**config.mk**
```make
export PLATFORM = sky130hd
export DESIGN_NAME = accelerometer_step_counter
export DESIGN_NICKNAME = d
export VERILOG_FILES = /design/src/sv/acs_pkg.sv /design/src/sv/acs_lane.sv /design/src/sv/acs_merge.sv /design/src/sv/accelerometer_step_counter.sv
export SDC_FILE = /design/constraint.sdc
export NUM_CORES = 2
export LEC_CHECK = 0
export BUFFER_PORTS_ARGS = -buffer_cell sky130_fd_sc_hd__buf_2
export CAP_MARGIN = 20
export CORE_ASPECT_RATIO = 1.5
export CORE_MARGIN = 2
export CORE_UTILIZATION = 60
export CTS_CLUSTER_SIZE = 28
export DETAILED_ROUTE_END_ITERATION = 10
export PLACE_DENSITY = 0.76
export REMOVE_ABC_BUFFERS = 1
export SLEW_MARGIN = 10
export SYNTH_ARGS = -nofsm -noshare
export SYNTH_HDL_FRONTEND = slang
export SYNTH_SLANG_ARGS = --single-unit
```
**constraint.sdc**
```tcl
create_clock -name aclk -period 40.1 [get_ports aclk]
set_clock_uncertainty 0.05 [all_clocks]
set_input_delay 6.015 -clock aclk [delete_from_list [all_inputs] [get_ports aclk]]
set_output_delay 6.015 -clock aclk [all_outputs]
set_load 0.01 [all_outputs]
```
**src/sv/acs_pkg.sv**
```systemverilog
package acs_pkg;

    typedef struct packed {
        logic [15:0] accel_x;
        logic [15:0] accel_y;
        logic [15:0] accel_z;
    } in_beat_t;

    typedef struct packed {
        logic [31:0] step_count;
        logic        step_detected;
        logic [1:0]  active_axis;
        logic        window_done;
    } out_beat_t;

    typedef struct packed {
        logic [15:0] high;
        logic [15:0] mid;
        logic [15:0] low;
    } limits_t;

    // Per-axis view handed to the merge stage (values zero-extended to 16 bits).
    typedef struct packed {
        logic [15:0] swing;
        logic [15:0] midpoint;
        logic        bad;
        logic [15:0] filt_prev;
        logic [15:0] filt_new;
    } lane_stat_t;

    typedef enum logic [1:0] {
        AXIS_X = 2'd0,
        AXIS_Y = 2'd1,
        AXIS_Z = 2'd2
    } axis_t;

    // Register map indexes (byte address = 4 * index).
    localparam logic [1:0] REG_WINDOW_LENGTH = 2'd0;
    localparam logic [1:0] REG_HIGH_LIMIT    = 2'd1;
    localparam logic [1:0] REG_MID_LIMIT     = 2'd2;
    localparam logic [1:0] REG_LOW_LIMIT     = 2'd3;

    localparam logic [7:0]  WINDOW_LENGTH_RESET = 8'd50;
    localparam logic [15:0] HIGH_LIMIT_RESET    = 16'd160;
    localparam logic [15:0] MID_LIMIT_RESET     = 16'd50;
    localparam logic [15:0] LOW_LIMIT_RESET     = 16'd15;

    localparam int unsigned SAMPLE_RESET  = 1;
    localparam int unsigned MIN_RESET     = 1000;
    localparam int unsigned MIN_RESTART   = 1023;
    localparam int unsigned SWING_RESET   = 30;
    localparam int unsigned MID_RESET     = 500;
    localparam int unsigned HYST_RESET    = 5;
    localparam int unsigned HYST_MID      = 4;
    localparam int unsigned HYST_LOW      = 3;
    localparam int unsigned HYST_BAD      = 2;
    localparam int unsigned HYST_SHIFT    = 5;

endpackage

```
**src/sv/acs_lane.sv**
```systemverilog
module acs_lane #(
    parameter int SAMPLE_BITS = 16
) (
    input  logic                aclk,
    input  logic                aresetn,
    input  logic [15:0]         sample,
    input  logic                load,
    input  logic                update,
    input  logic                close,
    input  acs_pkg::limits_t    limits,
    output acs_pkg::lane_stat_t stat
);

    localparam int SB          = SAMPLE_BITS;
    localparam int SUM_W       = SB + 2;
    localparam int RECIP_SHIFT = SB + 3;
    localparam int RECIP_W     = SB + 2;
    localparam int PROD_W      = SUM_W + RECIP_W;
    localparam int HYST_W      = SB - 5;
    // ceil(2^RECIP_SHIFT / 3): exact floor(sum/3) for sum < 2^RECIP_SHIFT
    localparam longint unsigned RECIP = ((64'd1 << RECIP_SHIFT) + 64'd2) / 64'd3;

    logic [SB-1:0]     newest_reg, older_reg;
    logic [SB-1:0]     mean_reg;
    logic [SB-1:0]     wmax_reg, wmin_reg;
    logic [SB-1:0]     swing_reg, mid_reg;
    logic [HYST_W-1:0] hyst_reg;
    logic              bad_reg;
    logic [SB-1:0]     filt_reg;

    logic [SB-1:0]     s;
    logic [SUM_W-1:0]  sum;
    logic [PROD_W-1:0] prod;
    logic [SB-1:0]     mean_next;

    logic [SB-1:0]     wmax_upd, wmin_upd;
    logic [SB-1:0]     wmax_next, wmin_next;
    logic [SB-1:0]     swing_new, mid_new;
    logic [15:0]       swing_ext;
    logic [HYST_W-1:0] hyst_new;
    logic              bad_new;
    logic [SB-1:0]     swing_next, mid_next;
    logic [HYST_W-1:0] hyst_next;
    logic              bad_next;
    logic [SB-1:0]     diff;
    logic [SB-1:0]     filt_next;

    // stage 1: three-tap mean by reciprocal multiply
    always_comb begin
        s         = sample[SB-1:0];
        sum       = SUM_W'(s) + SUM_W'(newest_reg) + SUM_W'(older_reg);
        prod      = PROD_W'(sum) * PROD_W'(RECIP_W'(RECIP));
        mean_next = prod[RECIP_SHIFT +: SB];
    end

    // stage 2: window tracking, window close, hysteresis filter
    always_comb begin
        wmax_upd  = (mean_reg > wmax_reg) ? mean_reg : wmax_reg;
        wmin_upd  = (mean_reg < wmin_reg) ? mean_reg : wmin_reg;
        swing_new = (wmax_upd >= wmin_upd) ? wmax_upd - wmin_upd : '0;
        mid_new   = wmin_upd + (swing_new >> 1);
        swing_ext = 16'(swing_new);
        bad_new   = 1'b0;
        priority if (swing_ext >= limits.high) begin
            hyst_new = HYST_W'(swing_new >> acs_pkg::HYST_SHIFT);
        end else if (swing_ext >= limits.mid) begin
            hyst_new = HYST_W'(acs_pkg::HYST_MID);
        end else if (swing_ext >= limits.low) begin
            hyst_new = HYST_W'(acs_pkg::HYST_LOW);
        end else begin
            hyst_new = HYST_W'(acs_pkg::HYST_BAD);
            bad_new  = 1'b1;
        end

        if (close) begin
            wmax_next  = '0;
            wmin_next  = SB'(acs_pkg::MIN_RESTART);
            swing_next = swing_new;
            mid_next   = mid_new;
            hyst_next  = hyst_new;
            bad_next   = bad_new;
        end else begin
            wmax_next  = wmax_upd;
            wmin_next  = wmin_upd;
            swing_next = swing_reg;
            mid_next   = mid_reg;
            hyst_next  = hyst_reg;
            bad_next   = bad_reg;
        end

        diff      = (mean_reg >= filt_reg) ? mean_reg - filt_reg : filt_reg - mean_reg;
        filt_next = (diff >= SB'(hyst_next)) ? mean_reg : filt_reg;
    end

    always_ff @(posedge aclk) begin
        if (load) begin
            mean_reg <= mean_next;
        end
    end

    always_ff @(posedge aclk) begin
        if (!aresetn) begin
            newest_reg <= SB'(acs_pkg::SAMPLE_RESET);
            older_reg  <= SB'(acs_pkg::SAMPLE_RESET);
            wmax_reg   <= '0;
            wmin_reg   <= SB'(acs_pkg::MIN_RESET);
            swing_reg  <= SB'(acs_pkg::SWING_RESET);
            mid_reg    <= SB'(acs_pkg::MID_RESET);
            hyst_reg   <= HYST_W'(acs_pkg::HYST_RESET);
            bad_reg    <= 1'b0;
            filt_reg   <= '0;
        end else begin
            if (load) begin
                older_reg  <= newest_reg;
                newest_reg <= s;
            end
            if (update) begin
                wmax_reg  <= wmax_next;
                wmin_reg  <= wmin_next;
                swing_reg <= swing_next;
                mid_reg   <= mid_next;
                hyst_reg  <= hyst_next;
                bad_reg   <= bad_next;
                filt_reg  <= filt_next;
            end
        end
    end

    assign stat.swing     = 16'(swing_next);
    assign stat.midpoint  = 16'(mid_next);
    assign stat.bad       = bad_next;
    assign stat.filt_prev = 16'(filt_reg);
    assign stat.filt_new  = 16'(filt_next);

endmodule

```
**src/sv/acs_merge.sv**
```systemverilog
module acs_merge (
    input  logic                aclk,
    input  logic                aresetn,
    input  acs_pkg::lane_stat_t stat_x,
    input  acs_pkg::lane_stat_t stat_y,
    input  acs_pkg::lane_stat_t stat_z,
    input  logic                update,
    input  logic                window_done,
    output acs_pkg::out_beat_t  beat
);

    acs_pkg::axis_t      act;
    acs_pkg::lane_stat_t sel;
    logic                step;
    logic [31:0]         steps_reg, steps_next;
    acs_pkg::out_beat_t  beat_reg, beat_next;

    always_comb begin
        // ties: x over y and z, y over z
        priority if (stat_x.swing >= stat_y.swing && stat_x.swing >= stat_z.swing) begin
            act = acs_pkg::AXIS_X;
        end else if (stat_y.swing >= stat_z.swing) begin
            act = acs_pkg::AXIS_Y;
        end else begin
            act = acs_pkg::AXIS_Z;
        end

        unique case (act)
            acs_pkg::AXIS_X: sel = stat_x;
            acs_pkg::AXIS_Y: sel = stat_y;
            acs_pkg::AXIS_Z: sel = stat_z;
            default:         sel = stat_x;
        endcase

        step = (sel.filt_prev >= sel.midpoint) && (sel.filt_new < sel.midpoint) && !sel.bad;
        steps_next = steps_reg + 32'(step);

        beat_next.step_count    = steps_next;
        beat_next.step_detected = step;
        beat_next.active_axis   = act;
        beat_next.window_done   = window_done;
    end

    always_ff @(posedge aclk) begin
        if (!aresetn) begin
            steps_reg <= '0;
        end else if (update) begin
            steps_reg <= steps_next;
        end
    end

    always_ff @(posedge aclk) begin
        if (update) begin
            beat_reg <= beat_next;
        end
    end

    assign beat = beat_reg;

endmodule

```
**src/sv/accelerometer_step_counter.sv**
```systemverilog
// Three-axis pedometer with a dynamic threshold.
// Input channel (s_valid/s_ready/s_data): one beat carries one sample per axis.
// Output channel (m_valid/m_ready/m_data): one beat per input beat, in order,
// with the running step count, the step flag, the active axis and window flag.
// APB port: window length and three swing limits at byte addresses 0,4,8,12;
// pready is tied high, reads return the stored value.
// Pipeline: an accepted beat is registered in stage 1, then moves on to the
// output register, which raises m_valid. Stage 1 holds the three-tap mean
// (reciprocal multiply); stage 2 is the per-sample state update (window
// max/min, window close, hysteresis filter, step decision) and loads the
// output register.
// Throughput: one beat per cycle while m_ready stays high; the stage 2 state
// recurrence is combinational from the state registers back to them.
// Reset (aresetn low, synchronous): registers back to their defaults,
// per-axis history and thresholds to their initial values, pipeline empty.
// Receiver stall: the output register holds its beat, stage 1 can still take
// one more beat, after that s_ready drops until m_ready returns.
module accelerometer_step_counter #(
    parameter int SAMPLE_BITS = 16
) (
    input  logic               aclk,
    input  logic               aresetn,
    input  logic               s_valid,
    output logic               s_ready,
    input  acs_pkg::in_beat_t  s_data,
    output logic               m_valid,
    input  logic               m_ready,
    output acs_pkg::out_beat_t m_data,
    input  logic               psel,
    input  logic               penable,
    input  logic               pwrite,
    input  logic [3:0]         paddr,
    input  logic [31:0]        pwdata,
    output logic [31:0]        prdata,
    output logic               pready
);

    // config registers
    logic [7:0]       win_len_reg;
    acs_pkg::limits_t limits_reg;
    logic [1:0]       reg_index;
    logic             cfg_wr;

    // pipeline control
    logic             v1_reg, v1_next;
    logic             m_valid_reg, m_valid_next;
    logic             load, adv;

    // sample counter
    logic [7:0]       cnt_reg, cnt_next, cnt_inc;
    logic             close;

    logic [15:0]         lane_sample [3];
    acs_pkg::lane_stat_t lane_stat   [3];

    assign pready    = 1'b1;
    assign reg_index = paddr[3:2];
    assign cfg_wr    = psel && penable && pwrite;

    always_ff @(posedge aclk) begin
        if (!aresetn) begin
            win_len_reg     <= acs_pkg::WINDOW_LENGTH_RESET;
            limits_reg.high <= acs_pkg::HIGH_LIMIT_RESET;
            limits_reg.mid  <= acs_pkg::MID_LIMIT_RESET;
            limits_reg.low  <= acs_pkg::LOW_LIMIT_RESET;
        end else if (cfg_wr) begin
            unique case (reg_index)
                acs_pkg::REG_WINDOW_LENGTH: win_len_reg     <= pwdata[7:0];
                acs_pkg::REG_HIGH_LIMIT:    limits_reg.high <= pwdata[15:0];
                acs_pkg::REG_MID_LIMIT:     limits_reg.mid  <= pwdata[15:0];
                acs_pkg::REG_LOW_LIMIT:     limits_reg.low  <= pwdata[15:0];
                default: ;
            endcase
        end
    end

    always_comb begin
        unique case (reg_index)
            acs_pkg::REG_WINDOW_LENGTH: prdata = 32'(win_len_reg);
            acs_pkg::REG_HIGH_LIMIT:    prdata = 32'(limits_reg.high);
            acs_pkg::REG_MID_LIMIT:     prdata = 32'(limits_reg.mid);
            acs_pkg::REG_LOW_LIMIT:     prdata = 32'(limits_reg.low);
            default:                    prdata = '0;
        endcase
    end

    // stage 1 moves into stage 2 / output register when that slot frees up
    assign adv     = v1_reg && (!m_valid_reg || m_ready);
    assign s_ready = !v1_reg || adv;
    assign load    = s_valid && s_ready;
    assign m_valid = m_valid_reg;

    always_comb begin
        v1_next      = load ? 1'b1 : (adv ? 1'b0 : v1_reg);
        m_valid_next = adv ? 1'b1 : (m_ready ? 1'b0 : m_valid_reg);
    end

    // window counter: a count at or past the length closes the window
    always_comb begin
        cnt_inc  = cnt_reg + 8'd1;
        close    = (cnt_inc >= win_len_reg);
        cnt_next = close ? 8'd0 : cnt_inc;
    end

    always_ff @(posedge aclk) begin
        if (!aresetn) begin
            v1_reg      <= 1'b0;
            m_valid_reg <= 1'b0;
            cnt_reg     <= '0;
        end else begin
            v1_reg      <= v1_next;
            m_valid_reg <= m_valid_next;
            if (adv) begin
                cnt_reg <= cnt_next;
            end
        end
    end

    assign lane_sample[0] = s_data.accel_x;
    assign lane_sample[1] = s_data.accel_y;
    assign lane_sample[2] = s_data.accel_z;

    // one lane per axis
    for (genvar a = 0; a < 3; a++) begin : g_lane
        acs_lane #(
            .SAMPLE_BITS(SAMPLE_BITS)
        ) u_lane (
            .aclk    (aclk),
            .aresetn (aresetn),
            .sample  (lane_sample[a]),
            .load    (load),
            .update  (adv),
            .close   (close),
            .limits  (limits_reg),
            .stat    (lane_stat[a])
        );
    end

    acs_merge u_merge (
        .aclk        (aclk),
        .aresetn     (aresetn),
        .stat_x      (lane_stat[0]),
        .stat_y      (lane_stat[1]),
        .stat_z      (lane_stat[2]),
        .update      (adv),
        .window_done (close),
        .beat        (m_data)
    );

endmodule
```
### Yosys cells after proc, flatten, opt, wreduce, memory -nomap -nowiden

Cells that the tools add are included.

* bits in registers: 554
* output and inout port bits: 71
* logic and storage cells: 179

* $add $sub $neg: 20
* multiply operators: 3
* order comparisons: 30
* equal/unequal tests: 5
* muxes and demuxes: 60
* reduce and logical (&&, ||, !) cells: 19

Operators by type and width (count)
* 16-bit two-way mux: 27
* 16-bit >= comparator: 19
* 16-bit subtractor: 9
* 32-bit case mux with 4 select lines: 1
* 18-bit by 18-bit multiplier with 35-bit output (second input constant): 3
* 11-bit two-way mux: 9
* 49-bit case mux with 2 select lines: 1
* 16-bit < comparator: 4
* 18-bit by 16-bit adder with 18-bit output: 3
* 16-bit by 16-bit adder with 17-bit output: 3
* 16-bit by 15-bit adder with 16-bit output: 3
* 16-bit by 11-bit >= comparator with 1-bit output: 3
* 16-bit greater-than comparator: 3
* 32-bit by 1-bit adder with 32-bit output: 1
* 1-bit two-way mux: 19
* 8-bit by 1-bit adder with 8-bit output (second input constant): 1
* 8-bit >= comparator: 1
* 8-bit two-way mux: 1
* 2-bit AND reduction: 4
* 1-bit logical AND: 7
* 2-bit == test (second input constant): 3
* 2-bit by 1-bit == test with 1-bit output (second input constant): 2
* 2-bit two-way mux: 2
* 2-bit nonzero test: 2
* other kinds (3): 6

### Depth between registers and ports, before layout

* word-level depth: 16
* depth in mapped cells: 75
* mapped depth without buffers: 73

### By module

Synthesis repeated with hierarchy kept, for this count alone.

* cell total of the unflattened synthesis: 6836
* area, all modules: 60830.8 µm²

By module, submodules not included
* acs_lane (g_lane[2].u_lane): instances 1, cells each 1929, area each 17286.6 µm², sequential area each 2962.8 µm²
* acs_lane (g_lane[0].u_lane): instances 1, cells each 1948, area each 17216.5 µm², sequential area each 2962.8 µm²
* acs_lane (g_lane[1].u_lane): instances 1, cells each 1913, area each 17205.3 µm², sequential area each 2962.8 µm²
* acs_merge: instances 1, cells each 664, area each 5895.7 µm², sequential area each 1721.7 µm²
* accelerometer_step_counter: instances 1, cells each 382, area each 3226.8 µm², sequential area each 1321.3 µm²

### Worst setup path before layout

OpenSTA, ideal clock, no wires.

* kind: flip-flop to flip-flop
* from: register g_lane[2].u_lane.mean_reg[1]
* to: register u_merge.steps_reg[30]
* setup time: 70 ps
* arrival time: 14442 ps
* required time: 39980 ps
* slack: 25537 ps
* stages on the path, launching flop included: 69
* buffers on the path: 5
* period minus slack after synthesis: 14563 ps
* path through: edfxtp_1 -> ha_1 -> nand3_1 -> o22ai_1 -> o21a_1 -> o21a_1 -> o21a_1 -> o21ai_0 -> nand2b_1 -> a21oi_1 -> a31oi_1 -> clkbuf_1 -> mux2i_1 -> ha_1 -> a211oi_1 -> o21ai_0 -> a221oi_1 -> a21boi_0 -> [33 not listed] -> nor4_1 -> o211ai_1 -> a311o_1 -> a211oi_1 -> ha_1 -> ha_1 -> and3_1 -> nand3_1 -> or4_1 -> nor2_1 -> and3_1 -> and3_1 -> and3_1 -> and3_1 -> and3_1 -> nand3_1 -> or3_1 -> a21oi_1

* longest elaborated chain between the ends: 16

RTL lines
* from (decl): line acs_lane.sv:24 `logic [SB-1:0] mean_reg;`
* from (signal assigned): line acs_lane.sv:97 `mean_reg <= mean_next;`
* 16-bit greater-than comparator or 16-bit < comparator (tied branches): line acs_lane.sv:58, acs_lane.sv:59
* 16-bit two-way mux (on tied branches): line acs_lane.sv:58, acs_lane.sv:59
* 16-bit subtractor or 16-bit >= comparator (tied branches): line acs_lane.sv:60 `swing_new = (wmax_upd >= wmin_upd) ? wmax_upd - wmin_upd : '0;`
* 16-bit two-way mux (*): line acs_lane.sv:60
* 16-bit >= comparator: line acs_lane.sv:68 `end else if (swing_ext >= limits.low) begin`
* 1-bit two-way mux: line acs_lane.sv:68
* 11-bit two-way mux: line acs_lane.sv:66 `end else if (swing_ext >= limits.mid) begin`
* 11-bit two-way mux (*): line acs_lane.sv:64 `priority if (swing_ext >= limits.high) begin`
* 11-bit two-way mux (*): line acs_lane.sv:75 `if (close) begin`
* via g_lane[2].u_lane.hyst_next[0]: line acs_lane.sv:43 `logic [HYST_W-1:0] hyst_next;`
* 16-bit by 11-bit >= comparator with 1-bit output (*): line acs_lane.sv:92 `filt_next = (diff >= SB'(hyst_next)) ? mean_reg : filt_reg;`
* 16-bit two-way mux (*): line acs_lane.sv:92
* 49-bit case mux with 2 select lines (*): line acs_merge.sv:28 `unique case (act)`
* 16-bit < comparator (*): line acs_merge.sv:35 `step = (sel.filt_prev >= sel.midpoint) && (sel.filt_new < sel.midpoint) && !sel.bad;`
* 1-bit logical AND (*) (2 in a row): line acs_merge.sv:35
* via u_merge.step: line acs_merge.sv:14 `logic step;`
* 32-bit by 1-bit adder with 32-bit output (*): line acs_merge.sv:36 `steps_next = steps_reg + 32'(step);`
* to (signal assigned): line acs_merge.sv:48 `steps_reg <= steps_next;`
* to (decl): line acs_merge.sv:15 `logic [31:0] steps_reg, steps_next;`

The timed path passes the listed nets; every way through them passes the cells marked *.
A chain may end at the register's enable or synchronous reset.

### Worst setup path in the final report

Same ends and word-level chain as after synthesis.

==> metrics.txt <==
crit-path max FO=32; worst hold path class=register to register; Synth Flop Type=dfxtp_1; top-level port count=162; Tmin final=18.47 ns; Fmax=54.1 MHz; GPL Wtd Cong=0.991; initial antenna violation count=2; Crit path required time=40.65 ns; final number of hold-violating endpoints=0; Synth Register Bits=554; layout cells sized above 1=5.46%; number of setup buffers added after CTS=0; vias in the first global route=51713; Synth cell types=80; period utilization=46.1%; post-cts resize count=0; DIE AREA=103000 sq um; status=finished clean; Filler Cells Inserted=8558; # H-tree levels=2; Slew headroom=26.3%; first-pass GRT wire length=272 mm; vias per cell=6.01; Worst-Margin Slew=1.10 ns; synthesized area=60400 sq um; WHS=0.404 ns; asr flop ratio synth=0%; DR iter-0 viols=3497; WS Path Type=register to register; # DRC=0; Max-Cap Viols=0; clk_lat worst skew=0.67 ns; largest net degree at the start of global routing=128; Die Y=393 microns; nets@finish=8644; Cells after Synth=7104; TritonCTS Buffers=60; Root Buffer=clkbuf_16; Layout area overhead=6.66%; Post-synth EDFFs=84; type of origin of the critical path=register; dominant cells by area after synthesis=ha_1, dfxtp_1, fa_1; area leader, netlist=ha_1; top cells by count, synth=ha_1, inv_1, nand2_1; share of the synthesized area in the top cell type=22.6%; CTS Hold Bufs=0; Die Wd=263 microns; Crit path top cell by count=ha_1; final design utilization=64.5%; dpl hpwl=136 mm; Initial DRT Pass Iterations=6; DR WL/cell=20.4 microns; CP arrival=19.02 ns; synth warn=0; Setup crit end kind=register; Finish-stage setup viols=0; Clock transition at path regs=0.07 ns; delay of the slowest cell on the worst path=0.85 ns; count leader, synth=ha_1; Core Box Area=99900 sq um; grt total ovfl=0; Vias=50913; Total Routed Length=172 mm; port bufs=126; Starting Density=60.5%; CP max stage cell=mux2i_1; DRT antenna net count=0; Tot GR Track Use=33.2%; RSZ-0062 raised after global routing=no; final count of pins violating max slew=0; row cnt=142; setup TNS=0 ns; Seq/Total Area, Yosys=19.8%; maximum root-to-sink buffer count=3; TritonCTS clock tree=done; syn_area_per_cell=8.50 sq um; clk sinks=554
==> layout make-up <==
cell class | instances | area (sq um) | share of cell area, %
clock inverter | 36 | 448 | 0.695
multi-input combinational | 5292 | 43700 | 67.9
inverter | 1017 | 3830 | 5.95
sequential | 554 | 11900 | 18.5
clock buffer | 78 | 1700 | 2.64
tap | 1296 | 1620 | 2.52
antenna | 2 | 5.00 | 0.00777
timing repair buffer | 190 | 1140 | 1.77
==> cell families (layout without fill, tap and decap cells) <==
logic type / after synthesis / after routing / share of synthesized area [%]
other: 2 / 19 / 0.0124
AO/OA/AOI/OAI: 1676 / 1676 / 17.6
adder cells (fa/ha/maj): 1446 / 1446 / 34.2
flip-flops: 554 / 554 / 19.8
multiplexers: 212 / 212 / 3.78
buffers and inverters: 1273 / 1321 / 8.09
XOR/XNOR: 290 / 290 / 4.21
AND/OR/NAND/NOR: 1651 / 1651 / 12.4
==> metrics by stage <==
step / worst slack (ns) / instances / instance area (sq um)
6_report: 21.63 / 8465 / 64400
5_1_grt: 20.78 / 8464 / 64400
4_1_cts: 22.11 / 8461 / 64400
3_5_place_dp: 22.22 / 8347 / 62200
3_3_place_gp: 22.58 / 8347 / 62200
2_1_floorplan: 19.78 / 6863 / 59400
==> layout by cell type (no fill, tap or decap), drive strengths merged, types with 34 or more instances in the layout <==
cell type,Yosys,final
buf,44,190
inv,1015,1020
nand2,647,647
a31oi,34,34
o21a,61,61
clkbuf,212,78
ha,1092,1092
mux2i,173,173
o211ai,57,57
edfxtp,84,84
nand3,106,106
fa,346,346
a22oi,78,78
nor2b,50,50
a21o,188,188
o21bai,39,39
nor3,104,104
nand4,59,59
a211oi,103,103
nand2b,65,65
xnor2,177,177
a21oi,575,575
nor2,424,424
and3,57,57
xor2,113,113
o21ai,302,302
dfxtp,470,470
==> final timing paths <==
| kind | start | endpoint | slack, ns | cells after the start |
|---|---|---|---|---|
| hold reg to reg | g_lane[2].u_lane.swing_reg[13] | g_lane[2].u_lane.swing_reg[13] | 0.40 | 2 |
| setup / recovery | g_lane[2].u_lane.mean_reg[1] | u_merge.steps_reg[30] | 21.63 | 70 |
| hold / removal | g_lane[2].u_lane.swing_reg[13] | g_lane[2].u_lane.swing_reg[13] | 0.40 | 2 |
| setup reg to reg | g_lane[2].u_lane.mean_reg[1] | u_merge.steps_reg[30] | 21.63 | 70 |
==> critical path: cells and delay by family, from the launching register on <==
family | cells | cell delay, ns
and+or+nand+nor | 23 | 5.54
AOI/OAI and AO/OA | 34 | 7.73
buffers and inverters | 3 | 0.83
adders and majority gates | 8 | 2.37
muxes | 2 | 1.21
DFF | 1 | 0.65
==> metal layers <==
metal  GRT usage, %  part of all wire [%]
met1           35.5                    37
met2           58.8                    49
met3           4.11                   4.7
met4           27.2                   9.4
met5              0                     0
Power is not shown: default switching activity piles up to over one toggle a cycle in this logic, so the estimate is an artifact.
